$ cat src/hw/rtl/cdrs_pkg.sv
`timescale 1ns / 1ps

package cdrs_pkg;

  localparam int TRACK_W      = 12;
  localparam int MAX_REQUESTS = 16;
  localparam int SLOTS        = MAX_REQUESTS + 2;
  localparam int CNT_W        = $clog2(SLOTS + 1);
  localparam int DT_W         = TRACK_W + 1;
  localparam int DIST_W       = TRACK_W;
  localparam int SUM_W        = 17;
  localparam int CFG_ADDR_W   = 1;
  localparam int IN_TDATA_W   = ((2 + TRACK_W + 7) / 8) * 8;
  localparam int OUT_FIELDS_W = TRACK_W + DIST_W + SUM_W;
  localparam int OUT_TDATA_W  = ((OUT_FIELDS_W + 7) / 8) * 8;

  localparam logic [DT_W-1:0] DISK_CAP = DT_W'(1) << TRACK_W;

  typedef logic [TRACK_W-1:0] track_t;

  typedef enum logic [1:0] {
    CMD_ADD     = 2'd0,
    CMD_ADD_RUN = 2'd1,
    CMD_RUN     = 2'd2,
    CMD_NONE    = 2'd3
  } cmd_t;

  typedef enum logic [CFG_ADDR_W-1:0] {
    REG_DISK_TRACKS = 1'b0,
    REG_START_HEAD  = 1'b1
  } cfg_reg_t;

  typedef enum logic [1:0] {
    OP_HOLD   = 2'd0,
    OP_INSERT = 2'd1,
    OP_ROTATE = 2'd2,
    OP_SHIFT  = 2'd3
  } cell_op_t;

  typedef enum logic [2:0] {
    ST_LOAD,
    ST_ADD_ZERO,
    ST_ADD_LAST,
    ST_ROTATE,
    ST_EMIT
  } state_t;

  typedef struct packed {
    cell_op_t         op;
    track_t           ins_val;
    logic [CNT_W-1:0] cnt;
  } cell_ctl_t;

endpackage

$ cat src/hw/rtl/cdrs_cell.sv
`timescale 1ns / 1ps

module cdrs_cell
  import cdrs_pkg::*;
(
  input  logic             clk,
  input  cell_ctl_t        ctl,
  input  logic [CNT_W-1:0] idx,
  input  track_t           left_val,
  input  logic             left_gt,
  input  track_t           right_val,
  input  track_t           wrap_val,
  output track_t           val_o,
  output logic             gt_o
);

  track_t val_r, val_nxt;
  logic   occ;
  logic   tail;

  // A cell beyond the count is empty and counts as larger than any track.
  assign occ   = idx < ctl.cnt;
  assign tail  = (idx + CNT_W'(1)) == ctl.cnt;
  assign gt_o  = !occ || (val_r > ctl.ins_val);
  assign val_o = val_r;

  always_comb begin
    val_nxt = val_r;
    unique case (ctl.op)
      OP_INSERT: begin
        if (gt_o) begin
          val_nxt = left_gt ? left_val : ctl.ins_val;
        end
      end
      OP_ROTATE: val_nxt = tail ? wrap_val : right_val;
      OP_SHIFT:  val_nxt = right_val;
      default:   val_nxt = val_r;
    endcase
  end

  always_ff @(posedge clk) begin
    val_r <= val_nxt;
  end

endmodule

$ cat src/hw/rtl/cdrs_ctrl.sv
`timescale 1ns / 1ps

module cdrs_ctrl
  import cdrs_pkg::*;
(
  input  logic         clk,
  input  logic         rst_n,
  input  logic         in_valid,
  output logic         in_ready,
  input  logic [1:0]   in_cmd,
  input  track_t       in_track,
  input  track_t       last_trk,
  input  track_t       start_head,
  input  track_t       head_val,
  output cell_ctl_t    ctl,
  output logic         out_valid,
  input  logic         out_ready,
  output track_t       out_track,
  output logic [DIST_W-1:0] out_dist,
  output logic [SUM_W-1:0]  out_sum,
  output logic         out_last
);

  state_t            state_r, state_nxt;
  logic [CNT_W-1:0]  cnt_r, cnt_nxt;
  logic [CNT_W-1:0]  rot_r, rot_nxt;
  track_t            head_r, head_nxt;
  logic [SUM_W-1:0]  sum_r, sum_nxt;
  logic              out_valid_r, out_valid_nxt;
  track_t            out_track_r;
  logic [DIST_W-1:0] out_dist_r;
  logic [SUM_W-1:0]  out_sum_r;
  logic              out_last_r;

  logic              in_acc;
  logic              emit_go;
  logic              room;
  track_t            clamped;
  track_t            head_eff;
  logic [DIST_W-1:0] move_dist;

  assign in_ready = (state_r == ST_LOAD);
  assign in_acc   = in_valid && in_ready;
  assign room     = cnt_r < CNT_W'(MAX_REQUESTS);
  assign clamped  = (in_track > last_trk) ? last_trk : in_track;
  assign emit_go  = (state_r == ST_EMIT) && (!out_valid_r || out_ready);

  // Returning from the upper end to the low tracks is a jump from track 0.
  assign head_eff  = (head_r > start_head && head_val <= start_head) ? '0 : head_r;
  assign move_dist = (head_eff > head_val) ? (head_eff - head_val) : (head_val - head_eff);

  always_comb begin
    state_nxt   = state_r;
    cnt_nxt     = cnt_r;
    rot_nxt     = rot_r;
    head_nxt    = head_r;
    sum_nxt     = sum_r;
    ctl.op      = OP_HOLD;
    ctl.ins_val = clamped;
    ctl.cnt     = cnt_r;
    unique case (state_r)
      ST_LOAD: begin
        if (in_acc) begin
          unique case (cmd_t'(in_cmd))
            CMD_ADD, CMD_ADD_RUN: begin
              if (room) begin
                ctl.op  = OP_INSERT;
                cnt_nxt = cnt_r + CNT_W'(1);
              end
              if (cmd_t'(in_cmd) == CMD_ADD_RUN) begin
                state_nxt = ST_ADD_ZERO;
              end
            end
            CMD_RUN:  state_nxt = ST_ADD_ZERO;
            default:  state_nxt = ST_LOAD;
          endcase
        end
      end
      ST_ADD_ZERO: begin
        ctl.op      = OP_INSERT;
        ctl.ins_val = '0;
        cnt_nxt     = cnt_r + CNT_W'(1);
        rot_nxt     = '0;
        head_nxt    = start_head;
        sum_nxt     = '0;
        state_nxt   = ST_ADD_LAST;
      end
      ST_ADD_LAST: begin
        ctl.op      = OP_INSERT;
        ctl.ins_val = last_trk;
        cnt_nxt     = cnt_r + CNT_W'(1);
        state_nxt   = ST_ROTATE;
      end
      ST_ROTATE: begin
        if (head_val > start_head || rot_r == cnt_r) begin
          state_nxt = ST_EMIT;
        end else begin
          ctl.op  = OP_ROTATE;
          rot_nxt = rot_r + CNT_W'(1);
        end
      end
      ST_EMIT: begin
        if (emit_go) begin
          ctl.op   = OP_SHIFT;
          cnt_nxt  = cnt_r - CNT_W'(1);
          head_nxt = head_val;
          sum_nxt  = sum_r + SUM_W'(move_dist);
          if (cnt_r == CNT_W'(1)) begin
            state_nxt = ST_LOAD;
          end
        end
      end
      default: state_nxt = ST_LOAD;
    endcase
  end

  always_comb begin
    if (emit_go) begin
      out_valid_nxt = 1'b1;
    end else if (out_ready) begin
      out_valid_nxt = 1'b0;
    end else begin
      out_valid_nxt = out_valid_r;
    end
  end

  always_ff @(posedge clk) begin
    if (!rst_n) begin
      state_r     <= ST_LOAD;
      cnt_r       <= '0;
      rot_r       <= '0;
      head_r      <= '0;
      sum_r       <= '0;
      out_valid_r <= 1'b0;
    end else begin
      state_r     <= state_nxt;
      cnt_r       <= cnt_nxt;
      rot_r       <= rot_nxt;
      head_r      <= head_nxt;
      sum_r       <= sum_nxt;
      out_valid_r <= out_valid_nxt;
    end
  end

  always_ff @(posedge clk) begin
    if (emit_go) begin
      out_track_r <= head_val;
      out_dist_r  <= move_dist;
      out_sum_r   <= sum_nxt;
      out_last_r  <= (cnt_r == CNT_W'(1));
    end
  end

  assign out_valid = out_valid_r;
  assign out_track = out_track_r;
  assign out_dist  = out_dist_r;
  assign out_sum   = out_sum_r;
  assign out_last  = out_last_r;

  a_cnt_bound: assert property (@(posedge clk) disable iff (!rst_n)
    cnt_r <= CNT_W'(SLOTS))
    else $error("Cell count exceeds the chain length.");

  a_load_bound: assert property (@(posedge clk) disable iff (!rst_n)
    state_r == ST_LOAD |-> cnt_r <= CNT_W'(MAX_REQUESTS))
    else $error("Too many requests held while loading.");

  a_emit_nonempty: assert property (@(posedge clk) disable iff (!rst_n)
    state_r == ST_EMIT |-> cnt_r != '0)
    else $error("Emitting from an empty chain.");

  a_rot_bound: assert property (@(posedge clk) disable iff (!rst_n)
    state_r == ST_ROTATE |-> rot_r <= cnt_r)
    else $error("Rotation ran past the set size.");

endmodule

$ cat src/hw/rtl/cscan_disk_request_scheduler.sv
`timescale 1ns / 1ps

// Channel   Direction  Fields (lowest bit up)
// in_*      input      tdata: command[1:0], track[13:2]
// out_*     output     tdata: served_track[11:0], move_distance[23:12],
//                      total_movement[40:24]; tlast: last_served
// cfg_*     input      index 0 disk_tracks, index 1 start_head
//
// Requests are taken one per cycle while the scheduler is loading, and sorted on
// entry by the cell chain. A run inserts track 0 and the last track, then rotates
// the chain by at most the set size to bring the first track above the head to
// the front, then emits one result per cycle while the output register is free.
// Reset clears control state and the configuration registers; cell contents are ignored until written.
// A stalled output holds emission; the next transaction is accepted while
// the final result still waits.

module cscan_disk_request_scheduler
  import cdrs_pkg::*;
(
  input  logic                   clk,
  input  logic                   rst_n,
  input  logic                   in_tvalid,
  output logic                   in_tready,
  input  logic [IN_TDATA_W-1:0]  in_tdata,   // command, track
  output logic                   out_tvalid,
  input  logic                   out_tready,
  output logic [OUT_TDATA_W-1:0] out_tdata,  // served_track, move_distance, total_movement
  output logic                   out_tlast,
  input  logic                   cfg_we,
  input  logic [CFG_ADDR_W-1:0]  cfg_addr,
  input  logic [DT_W-1:0]        cfg_wdata
);

  logic [DT_W-1:0]   disk_tracks_r;
  track_t            start_head_r;
  logic [DT_W-1:0]   dt_sat;
  track_t            last_trk;
  cell_ctl_t         ctl;
  track_t            cell_val [SLOTS];
  logic              cell_gt  [SLOTS];
  track_t            out_track;
  logic [DIST_W-1:0] out_dist;
  logic [SUM_W-1:0]  out_sum;

  always_ff @(posedge clk) begin
    if (!rst_n) begin
      disk_tracks_r <= DT_W'(200);
      start_head_r  <= '0;
    end else if (cfg_we) begin
      unique case (cfg_reg_t'(cfg_addr))
        REG_DISK_TRACKS: disk_tracks_r <= cfg_wdata;
        REG_START_HEAD:  start_head_r  <= cfg_wdata[TRACK_W-1:0];
        default: ;
      endcase
    end
  end

  always_comb begin
    if (disk_tracks_r == '0) begin
      dt_sat = DT_W'(1);
    end else if (disk_tracks_r > DISK_CAP) begin
      dt_sat = DISK_CAP;
    end else begin
      dt_sat = disk_tracks_r;
    end
  end

  assign last_trk = track_t'(dt_sat - DT_W'(1));

  cdrs_ctrl u_ctrl (
    .clk        (clk),
    .rst_n      (rst_n),
    .in_valid   (in_tvalid),
    .in_ready   (in_tready),
    .in_cmd     (in_tdata[1:0]),
    .in_track   (in_tdata[TRACK_W+1:2]),
    .last_trk   (last_trk),
    .start_head (start_head_r),
    .head_val   (cell_val[0]),
    .ctl        (ctl),
    .out_valid  (out_tvalid),
    .out_ready  (out_tready),
    .out_track  (out_track),
    .out_dist   (out_dist),
    .out_sum    (out_sum),
    .out_last   (out_tlast)
  );

  for (genvar i = 0; i < SLOTS; i++) begin : g_cell
    track_t left_val;
    logic   left_gt;
    track_t right_val;

    if (i == 0) begin : g_first
      assign left_val = '0;
      assign left_gt  = 1'b0;
    end else begin : g_mid
      assign left_val = cell_val[i-1];
      assign left_gt  = cell_gt[i-1];
    end

    if (i == SLOTS - 1) begin : g_tail
      assign right_val = '0;
    end else begin : g_body
      assign right_val = cell_val[i+1];
    end

    cdrs_cell u_cell (
      .clk       (clk),
      .ctl       (ctl),
      .idx       (CNT_W'(i)),
      .left_val  (left_val),
      .left_gt   (left_gt),
      .right_val (right_val),
      .wrap_val  (cell_val[0]),
      .val_o     (cell_val[i]),
      .gt_o      (cell_gt[i])
    );
  end

  assign out_tdata = {{(OUT_TDATA_W - OUT_FIELDS_W){1'b0}}, out_sum, out_dist, out_track};

endmodule
$ cat config.mk
export PLATFORM = sky130hd
export DESIGN_NAME = cscan_disk_request_scheduler
export DESIGN_NICKNAME = d
export VERILOG_FILES = /design/src/hw/rtl/cdrs_pkg.sv /design/src/hw/rtl/cdrs_cell.sv /design/src/hw/rtl/cdrs_ctrl.sv /design/src/hw/rtl/cscan_disk_request_scheduler.sv
export SDC_FILE = /design/constraint.sdc
export NUM_CORES = 1
export LEC_CHECK = 0
export ABC_CLOCK_PERIOD_IN_PS = 9890
export BUFFER_PORTS_ARGS = -buffer_cell sky130_fd_sc_hd__clkbuf_2
export CAP_MARGIN = 25
export CORE_MARGIN = 2
export CORE_UTILIZATION = 30
export CTS_CLUSTER_SIZE = 8
export DETAILED_ROUTE_END_ITERATION = 16
export GPL_TIMING_DRIVEN = 0
export SETUP_SLACK_MARGIN = 0.4
export SLEW_MARGIN = 25
export SYNTH_ARGS = -nofsm -noshare
export SYNTH_HDL_FRONTEND = slang
export SYNTH_SLANG_ARGS = --single-unit
$ cat constraint.sdc
create_clock -name clk -period 9.89 [get_ports clk]
set_input_delay 1.978 -clock clk [delete_from_list [all_inputs] [get_ports clk]]
set_output_delay 1.978 -clock clk [all_outputs]
set_load 0.02 [all_outputs]
# After elaboration in Yosys (flattened, before gate mapping)
# Index checks and enable logic that the tools add are counted.
dict set report totals {
  n_memories 0
  latch_bits 0
  ram_bits 0
  input_bits 35
  rom_bits 0
  reg_bits 326
}
dict set report op_classes {
  multipliers 0
  magnitude_cmp 43
  n_mux 103
  eq_ne 56
  addsub 7
  bitwise_logic 1
  shifts 0
  n_reduce_logical 76
  div_mod_pow 0
}
# cell n
set ops {}
lappend ops {{12-bit 2-to-1 mux} 59}
lappend ops {{12-bit one-hot mux with 3 select lines} 18}
lappend ops {{12-bit greater-than comparator} 22}
lappend ops {{12-bit one-hot mux with 2 select lines} 2}
lappend ops {{2-bit AND reduction} 21}
lappend ops {{4-bit by 5-bit equality test with 1-bit output, first input constant} 8}
lappend ops {{4-bit by 5-bit less-than comparator with 1-bit output, first input constant} 8}
lappend ops {{2-bit by 1-bit inequality test with 1-bit output, second input constant} 20}
lappend ops {{17-bit one-hot mux with 2 select lines} 1}
lappend ops {{5-bit 2-to-1 mux} 5}
lappend ops {{12-bit subtractor} 2}
lappend ops {{3-bit by 5-bit equality test with 1-bit output, first input constant} 4}
lappend ops {{1-bit logical OR} 20}
lappend ops {{3-bit by 5-bit less-than comparator with 1-bit output, first input constant} 4}
lappend ops {{1-bit zero test} 19}
lappend ops {{17-bit by 12-bit adder with 17-bit output} 1}
lappend ops {{17-bit 2-to-1 mux} 1}
lappend ops {{5-bit equality test, first input constant} 3}
lappend ops {{3-bit 2-to-1 mux} 5}
lappend ops {{3-bit one-hot mux with 5 select lines} 1}
lappend ops {{5-bit one-hot mux with 3 select lines} 1}
lappend ops {{13-bit greater-than comparator, second input constant} 1}
lappend ops {{13-bit zero test} 1}
lappend ops {{12-bit less-or-equal comparator} 1}
lappend ops {{other kinds (32)} 58}

# Longest topological paths before layout
# Gate-level depths: netlist of run 1.
dict set report depth {
  depth_word 12
  ltp_mapped 38
  ltp_nobuf 35
}

# Hierarchy
# Synthesis of run 1 repeated with hierarchy kept, for this count alone.
dict set report unflattened {
  cells_unflattened 3363
  area_unflattened_um2 30461.7
}
# module cells_per_inst instances area_each_um2
set modules_own_cells {}
lappend modules_own_cells {cdrs_cell 140 18 1278.7}
lappend modules_own_cells {cdrs_ctrl 670 1 6128.4}
lappend modules_own_cells {cscan_disk_request_scheduler 173 1 1316.3}

# Worst setup path before layout of run 1
# Ideal clock, no wire load.
dict set report synth_timing {
  kind {flip-flop to flip-flop}
  startpoint {register disk_tracks_r[2]}
  endpoint {register g_cell[15].u_cell.val_r[0], enable pin}
  path_buffers 3
  setup_time_ps 380
  path_slack_ps 1425
  period_less_slack_ps 8465
  stages_incl_launch_ff 35
  t_required_ps 9510
  t_arrival_ps 8085
  path_cell_list {dfxtp_1 or4_1 clkbuf_1 nor3_1 nor2_1 nor2_1 inv_1 ha_1 clkbuf_1 and4_1 a211oi_1 inv_1 ha_1 and3_1 nand3_1 or3_1 nor3_4 nor3_1 nor2_1 a21oi_1 o22ai_1 inv_1 ha_1 and4_1 and2_1 nand2_1 or3_1 a2111oi_0 o22ai_1 o21ai_1 a21oi_1 nor2_1 clkbuf_1 nor2_1 nor2_1}
}
dict set report synth_between {
  elab_chain_len 11
}
# item line_no
set synth_lines {}
lappend synth_lines {{start, declared} cscan_disk_request_scheduler.sv:34} ;# logic [DT_W-1:0] disk_tracks_r;
lappend synth_lines {{start signal, assigned} cscan_disk_request_scheduler.sv:51} ;# REG_DISK_TRACKS: disk_tracks_r <= cfg_wdata;
lappend synth_lines {{13-bit greater-than comparator} cscan_disk_request_scheduler.sv:61} ;# end else if (disk_tracks_r > DISK_CAP) begin
lappend synth_lines {{12-bit 2-to-1 mux} cscan_disk_request_scheduler.sv:61}
lappend synth_lines {{12-bit 2-to-1 mux (*)} cscan_disk_request_scheduler.sv:59} ;# if (disk_tracks_r == '0) begin
lappend synth_lines {{12-bit by 1-bit subtractor with 12-bit output (*)} cscan_disk_request_scheduler.sv:68} ;# assign last_trk = track_t'(dt_sat - DT_W'(1));
lappend synth_lines {{12-bit greater-than comparator} cdrs_ctrl.sv:45} ;# assign clamped = (in_track > last_trk) ? last_trk : in_track;
lappend synth_lines {{12-bit 2-to-1 mux} cdrs_ctrl.sv:45}
lappend synth_lines {{12-bit one-hot mux with 2 select lines (*)} cdrs_ctrl.sv:61} ;# unique case (state_r)
lappend synth_lines {{12-bit greater-than comparator (*)} cdrs_cell.sv:24} ;# assign gt_o = !occ || (val_r > ctl.ins_val);
lappend synth_lines {{1-bit logical OR (*)} cdrs_cell.sv:24}
lappend synth_lines {{2-bit by 1-bit inequality test with 1-bit output (no line) (*)} n/a}
lappend synth_lines {{2-bit AND reduction (no line) (*)} n/a}
lappend synth_lines {{end signal, assigned} cdrs_cell.sv:42} ;# val_r <= val_nxt;
lappend synth_lines {{end, declared} cdrs_cell.sv:17} ;# track_t val_r, val_nxt;
# Mark *: on every way between the ends. The rest lies on a longest branch, timed or not.
# A chain may end at the register's enable or synchronous reset.

# Worst setup path after layout of run 1
dict set report layout_timing {
  startpoint {register disk_tracks_r[2]}
  endpoint {register g_cell[0].u_cell.val_r[2], enable pin}
}
dict set report layout_between {
  elab_chain_len 11
}
# item line_no
set layout_lines {}
lappend layout_lines {{13-bit greater-than comparator} cscan_disk_request_scheduler.sv:61}
lappend layout_lines {{12-bit 2-to-1 mux} cscan_disk_request_scheduler.sv:61}
lappend layout_lines {{12-bit 2-to-1 mux (*)} cscan_disk_request_scheduler.sv:59}
lappend layout_lines {{12-bit by 1-bit subtractor with 12-bit output (*)} cscan_disk_request_scheduler.sv:68}
lappend layout_lines {{12-bit greater-than comparator} cdrs_ctrl.sv:45}
lappend layout_lines {{12-bit 2-to-1 mux} cdrs_ctrl.sv:45}
lappend layout_lines {{12-bit one-hot mux with 2 select lines (*)} cdrs_ctrl.sv:61}
lappend layout_lines {{12-bit greater-than comparator (*)} cdrs_cell.sv:24}
lappend layout_lines {{1-bit logical OR (*)} cdrs_cell.sv:24}
lappend layout_lines {{2-bit by 1-bit inequality test with 1-bit output (no line) (*)} n/a}
lappend layout_lines {{3-bit AND reduction (no line) (*)} n/a}
lappend layout_lines {{end signal, assigned} cdrs_cell.sv:42}
lappend layout_lines {{end, declared} cdrs_cell.sv:17}
# Marks and branches as above.

==> impl_metrics.tcl, run 1 <==
set metrics [dict create \
    status "finished clean" \
    yosysWarnings 0 \
    design_area_um2 28000 \
    finalSetupViolCount 0 \
    synth-xor-area-share 0.0203 \
    place_ws_ns -1.32 \
    syn_inst 2647 \
    drive_gt1_frac 0.102 \
    max_freq_mhz 108 \
    synth_area_leader_cell "edfxtp_1" \
    async_flop_share 0 \
    gp_congestion 1.02 \
    period_share 0.935 \
    fin_nets 3085 \
    yosys_register_bits 326 \
    portBuffers 76 \
    synthMuxAreaShare 0.0270 \
    synth-seq-area-share 0.371 \
    grt_max_degree 46 \
    synth_fa_ha_area_frac 0.137 \
    die_h_um 290 \
    start_kind "flip-flop" \
    hold_buffers 0 \
    p_leak_uw 0.0106 \
    antenna_found_initial 1 \
    area_delta_synth_final_pct 14.2 \
    grt_overflow_total 0 \
    synth_edf_count 258 \
    drc 0 \
    place_area_um2 26500 \
    avgViaCountPerCell 6.13 \
    period_needed_ns 9.25 \
    power.density_nw_per_um2 205 \
    yosysMostFrequentCell "nand2_1" \
    synth-simple-area-share 0.167 \
    path_class "reg2reg" \
    cts_num_sinks 326 \
    routed_wl_um 109000 \
    cts_tree "yes" \
    hp-start "start_head_r[10]" \
    r2r_start "disk_tracks_r[2]" \
    die_width_um 290 \
    clockBufferDepth 3 \
    hold_path.class "reg2reg" \
    drt-pass1-iter-count 9 \
    io_pins 86 \
    arrival_ns 9.48 \
    critical_path.max_stage_delay_ns 0.73 \
    ir_worst_vdd_uv 134 \
    synth_compound_area_frac 0.229 \
    total_power_uw 5740 \
    skew_ns 0.0280 \
    coreArea_um2 80800 \
    synth_cell_types 89 \
    clk_latency_ns 0.62 \
    syn_avg_cell_area_um2 9.28 \
    finalSetupTns_ns 0 \
    route.vias.total 23800 \
    place_hpwl_um 77400 \
    grt_pass1_vias 22600 \
    grt_pass1_wl_um 155000 \
    ant_nets 0 \
    fin_util 0.347 \
    cp_max_fo 18 \
    synth.area.top_cells "edfxtp_1, ha_1, dfxtp_1" \
    cts_inserted_buffers 47 \
    post-route-worst-setup-slack_ns 0.639 \
    cts-root-buf "clkbuf_16" \
    grt_setup_unrepaired "false" \
    cap_viol_max_count 0 \
    synth_commonest_cells "nand2_1, edfxtp_1, ha_1, a22oi_1, nand3_1" \
    synth_top_area_share 0.315 \
    hold_viol 0 \
    wire_per_inst_um 28.1 \
    drtIter0Drc 3265 \
    slew_headroom 0.163 \
    die_area_um2 84200 \
    syn_area_um2 24600 \
    worstSetupStartpoint "disk_tracks_r[2]" \
    htreeDepth 2 \
    rows 104 \
    cp_slowest_cell "o22ai_2" \
    required_ns 10.11 \
    drv_slew 0 \
    synth_top_family_by_area "compound AO/OA/AOI/OAI gates" \
    end_kind "flip-flop" \
    start_util 0.304 \
    gr-usage-all-layers 0.249 \
    path_clk_slew_ns 0.05 \
    tightest_slew_ns 1.25 \
    ys.flop_type "edfxtp_1" \
]
[flip-flops by register name, indices dropped and copies added, names as in the netlist]
register / cells
disk_tracks_r: 13
u_ctrl.out_track: 12
g_cell.u_cell.val_o: 216
u_ctrl.head_r: 12
u_ctrl.out_dist: 12
u_ctrl.rot_r: 5
start_head_r: 12
u_ctrl.out_sum: 17
u_ctrl.cnt_r: 5
u_ctrl.sum_r: 17
u_ctrl.state_r: 3
u_ctrl.out_valid: 1
u_ctrl.out_last: 1
[final timing paths]
kind,depth (start not counted),endpoint,slack (ns)
worst max-delay path,30,g_cell[0].u_cell.val_o[2],0.64
worst min-delay path,2,start_head_r[10],0.48
worst max register to register,30,g_cell[0].u_cell.val_o[2],0.64
worst min register to register,2,start_head_r[10],0.48
[area by class of cell]
type,instances,area (um2)
antenna,3,7.51
buffer,191,863
clock buffer,66,1250
clock inverter,5,42.5
fill,8272,52800
inverter,101,402
multi-input combinational,2035,14500
sequential,326,9110
tap,1060,1330
timing repair buffer,89,539
[layout by cell type, fill, tap and decap left out, types with 16 or more instances in the layout]
cell type  netlist  layout
nand2_1        264     264
edfxtp_1       258     258
ha_1           256     256
a22oi_1        181     181
nand3_1        178     178
o211ai_1       139     139
clkbuf_1       143     134
o21ai_0        115     114
nor2_1         127     113
a21oi_1        110     108
clkbuf_2         0     102
inv_1          100      91
dfxtp_1         68      68
mux2i_1         63      63
nor2b_1         55      55
clkbuf_16        0      47
xnor2_1         41      41
nand4_1         38      38
and2_1          33      33
a21o_1          31      31
o21ai_1         30      30
nand2b_1        28      28
nor3_1          24      21
a221o_1         21      21
buf_2           17      20
buf_4           14      20
a21boi_0        18      18
a211oi_1        18      17
or3_1           17      17
a31oi_1         18      16
[timing repair]
| item | in CTS | in global routing |
|---|---|---|
| gates resized for setup | 15 | 23 |
| buffers inserted | 1 | 7 |
| endpoints found under the setup margin | 306 | 156 |
| pin swaps | 1 | 4 |
[logic make-up (layout without fill, tap and decap cells)]
group           after synthesis  in the layout
compound gates              804            804
xor+xnor                     56             56
fa+ha+maj                   268            268
buf+inv                     292            452
flops                       326            326
mux                          66             66
other cells                   1             10
simple gates                834            834
[metrics by stage]
| step | std cells | hold WS [ns] |
|---|---|---|
| finish | 3876 | 0.477 |
| global route | 3874 | 0.505 |
| CTS | 3866 | 0.477 |
| detailed placement | 3794 | 0.467 |
| global placement | 3789 | 0.465 |
| floorplan | 2653 | 0.450 |
[layer usage]
layer | wire (um) | vias to the layer above | share of wire | GRT usage
met5 | 122 | - | 0.0011 | 0.0102
met4 | 7640 | 2 | 0.070 | 0.158
met3 | 14400 | 413 | 0.13 | 0.0863
met2 | 45000 | 1615 | 0.41 | 0.363
met1 | 41800 | 11300 | 0.38 | 0.313
li1 | - | 10400 | - | -
[worst max-delay path, delay by kind of cell (launching register included)]
family | cells | cell delay [ns]
compound gates | 5 | 2.26
fa+ha+maj | 4 | 1.32
buf+inv | 7 | 1.84
flops | 1 | 0.37
simple gates | 14 | 3.02
[where the power goes]
| part | internal [uW] | leakage, uW | switching (uW) | total [uW] |
|---|---|---|---|---|
| Sequential | 1760 | 0.00300 | 230 | 1990 |
| Combinational | 730 | 0.00696 | 1500 | 2230 |
| Clock | 866 | 0.000625 | 660 | 1530 |
| Total | 3350 | 0.0106 | 2390 | 5740 |
Note: power is estimated with default switching activity, not from simulation.
==> run 2: changes to the inputs <==
--- a/config.mk
+++ b/config.mk
@@ -13,6 +13,7 @@
 export CTS_CLUSTER_SIZE = 8
 export DETAILED_ROUTE_END_ITERATION = 16
 export GPL_TIMING_DRIVEN = 0
+export REMOVE_ABC_BUFFERS = 1
 export SETUP_SLACK_MARGIN = 0.4
 export SLEW_MARGIN = 25
 export SYNTH_ARGS = -nofsm -noshare
==> run 2 against run 1 <==
Against the previous run:
- clock power hardly changed
- final area hardly changed
- register-to-register slack better by 0.11 ns
- combinational power is 5% lower
- largest power group unchanged
- sequential power hardly changed
==> impl_metrics.tcl, run 2 (same netlist as run 1, synthesis figures left out) <==
set metrics [dict create \
    status "finished clean" \
    die_width_um 290 \
    drtIter0Drc 2990 \
    ant_nets 0 \
    cp_num_buf_inv 4 \
    antenna_found_initial 0 \
    grt_pass1_wl_um 136000 \
    arrival_ns 9.47 \
    wire_per_inst_um 25.1 \
    period_needed_ns 9.14 \
    critical_path.max_stage_delay_ns 0.70 \
    gr-usage-all-layers 0.214 \
    cp_max_fo 18 \
    drv_slew 0 \
    sw_frac_of_total 0.395 \
    grt_overflow_total 0 \
    ir_worst_vdd_uv 134 \
    pwr-share-comb 0.373 \
    final_cell_mix "edfxtp_1, ha_1, nand2_1" \
    routed_wl_um 93800 \
    power.density_nw_per_um2 202 \
    htreeDepth 2 \
    gp_congestion 0.948 \
    skew_ns 0.0222 \
    multi_input_area_um2 14600 \
    drive_gt1_frac 0.109 \
    max_freq_mhz 109 \
    coreArea_um2 80800 \
    cts_num_sinks 326 \
    p_leak_uw 0.0106 \
    drc 0 \
    layout_commonest_cell "edfxtp_1" \
    cap_viol_max_count 0 \
    avgViaCountPerCell 6.01 \
    cts_tree "yes" \
    grt_setup_unrepaired "false" \
    end_kind "flip-flop" \
    fin_util 0.347 \
    post-route-worst-setup-slack_ns 0.749 \
    finalSetupViolCount 0 \
    clockBufferDepth 3 \
    fillers 8179 \
    fin_nets 2942 \
    hold_viol 0 \
    path_clk_slew_ns 0.05 \
    clk_latency_ns 0.60 \
    hold_path.class "reg2reg" \
    area_delta_synth_final_pct 14.3 \
    cts-root-buf "clkbuf_16" \
    place_hpwl_um 66600 \
    p_seq_frac 0.356 \
    clkPwrFrac 0.271 \
    holdWs_ns 0.477 \
    die_h_um 290 \
    critical-path-top-delay-family "compound AO/OA/AOI/OAI gates" \
    tightest_slew_ns 1.13 \
    period_share 0.924 \
    route.vias.total 22400 \
    start_util 0.304 \
    largest_reg_flops 216 \
    slew_headroom 0.246 \
    cts_inserted_buffers 46 \
    start_kind "flip-flop" \
    required_ns 10.22 \
    portBuffers 76 \
    p_int_uw 3430 \
    grt_max_degree 54 \
    switching_power_uw 2240 \
    die_area_um2 84200 \
    cp_slowest_cell "or4_1" \
    drt-pass1-iter-count 9 \
    grt_pass1_vias 20500 \
    place_ws_ns -1.17 \
    path_class "reg2reg" \
    cpMostUsedCell "nor2_1" \
    num_antenna_cells 0 \
    seq_area_um2 9110 \
    rows 104 \
    io_pins 86 \
]
## run 2: layer usage
| layer | vias up | track usage | share of wire |
|---|---|---|---|
| met1 | 10700 | 0.300 | 0.42 |
| met2 | 1392 | 0.302 | 0.41 |
| met5 | - | 0 | 0 |
| met4 | 0 | 0.0960 | 0.050 |
| li1 | 10100 | - | - |
| met3 | 257 | 0.0591 | 0.12 |
## run 2: repair_timing
action                                 in CTS  in global routing
resized for setup                          27                  3
setup endpoints to repair                 414                195
buffers inserted                            4                  1
hold buffers                                0                  0
pin swaps                                   0                  1
endpoints found under the hold margin       0                  0
## run 2: worst paths after layout
check                                       from                   endpoint  slack, ns  depth (start not counted)
worst max-delay path            disk_tracks_r[4]  g_cell[1].u_cell.val_o[8]       0.75                         31
worst max register to register  disk_tracks_r[4]  g_cell[1].u_cell.val_o[8]       0.75                         31
worst min-delay path             start_head_r[9]            start_head_r[9]       0.48                          2
worst min register to register   start_head_r[9]            start_head_r[9]       0.48                          2
## run 2: cell type report
type | instances | share of cell area
multi-input combinational | 2035 | 0.522
sequential | 326 | 0.325
clock buffer | 77 | 0.0474
tap | 1060 | 0.0473
timing repair buffer | 138 | 0.0451
inverter | 101 | 0.0142
## run 2: power by group through the flow
stage | combinational [uW] | clock, uW | sequential, uW
6_report | 2120 | 1540 | 2020
5_1_grt | 2290 | 1600 | 2030
4_1_cts | 2060 | 1550 | 2000
3_5_place_dp | 2020 | 0 | 2030
3_3_place_gp | 1760 | 0 | 2140
2_1_floorplan | 1250 | 0 | 1930
## run 2: per-stage QoR
step                      setup TNS [ns]  power [uW]  instances  cell area [um2]
after global placement          -4923.09        3900       3598            25500
after floorplan                  -532.37        3180       2462            23800
final                                  0        5670       3737            28100
after detailed placement         -130.32        4050       3653            26500
after CTS                              0        5610       3734            28000
after global routing                   0        5920       3737            28100
## run 2: worst min-delay path, cell delays in order (launching register included)
cell     delay [ns]
dfxtp_1        0.32
nand2_1        0.06
a21oi_1        0.05
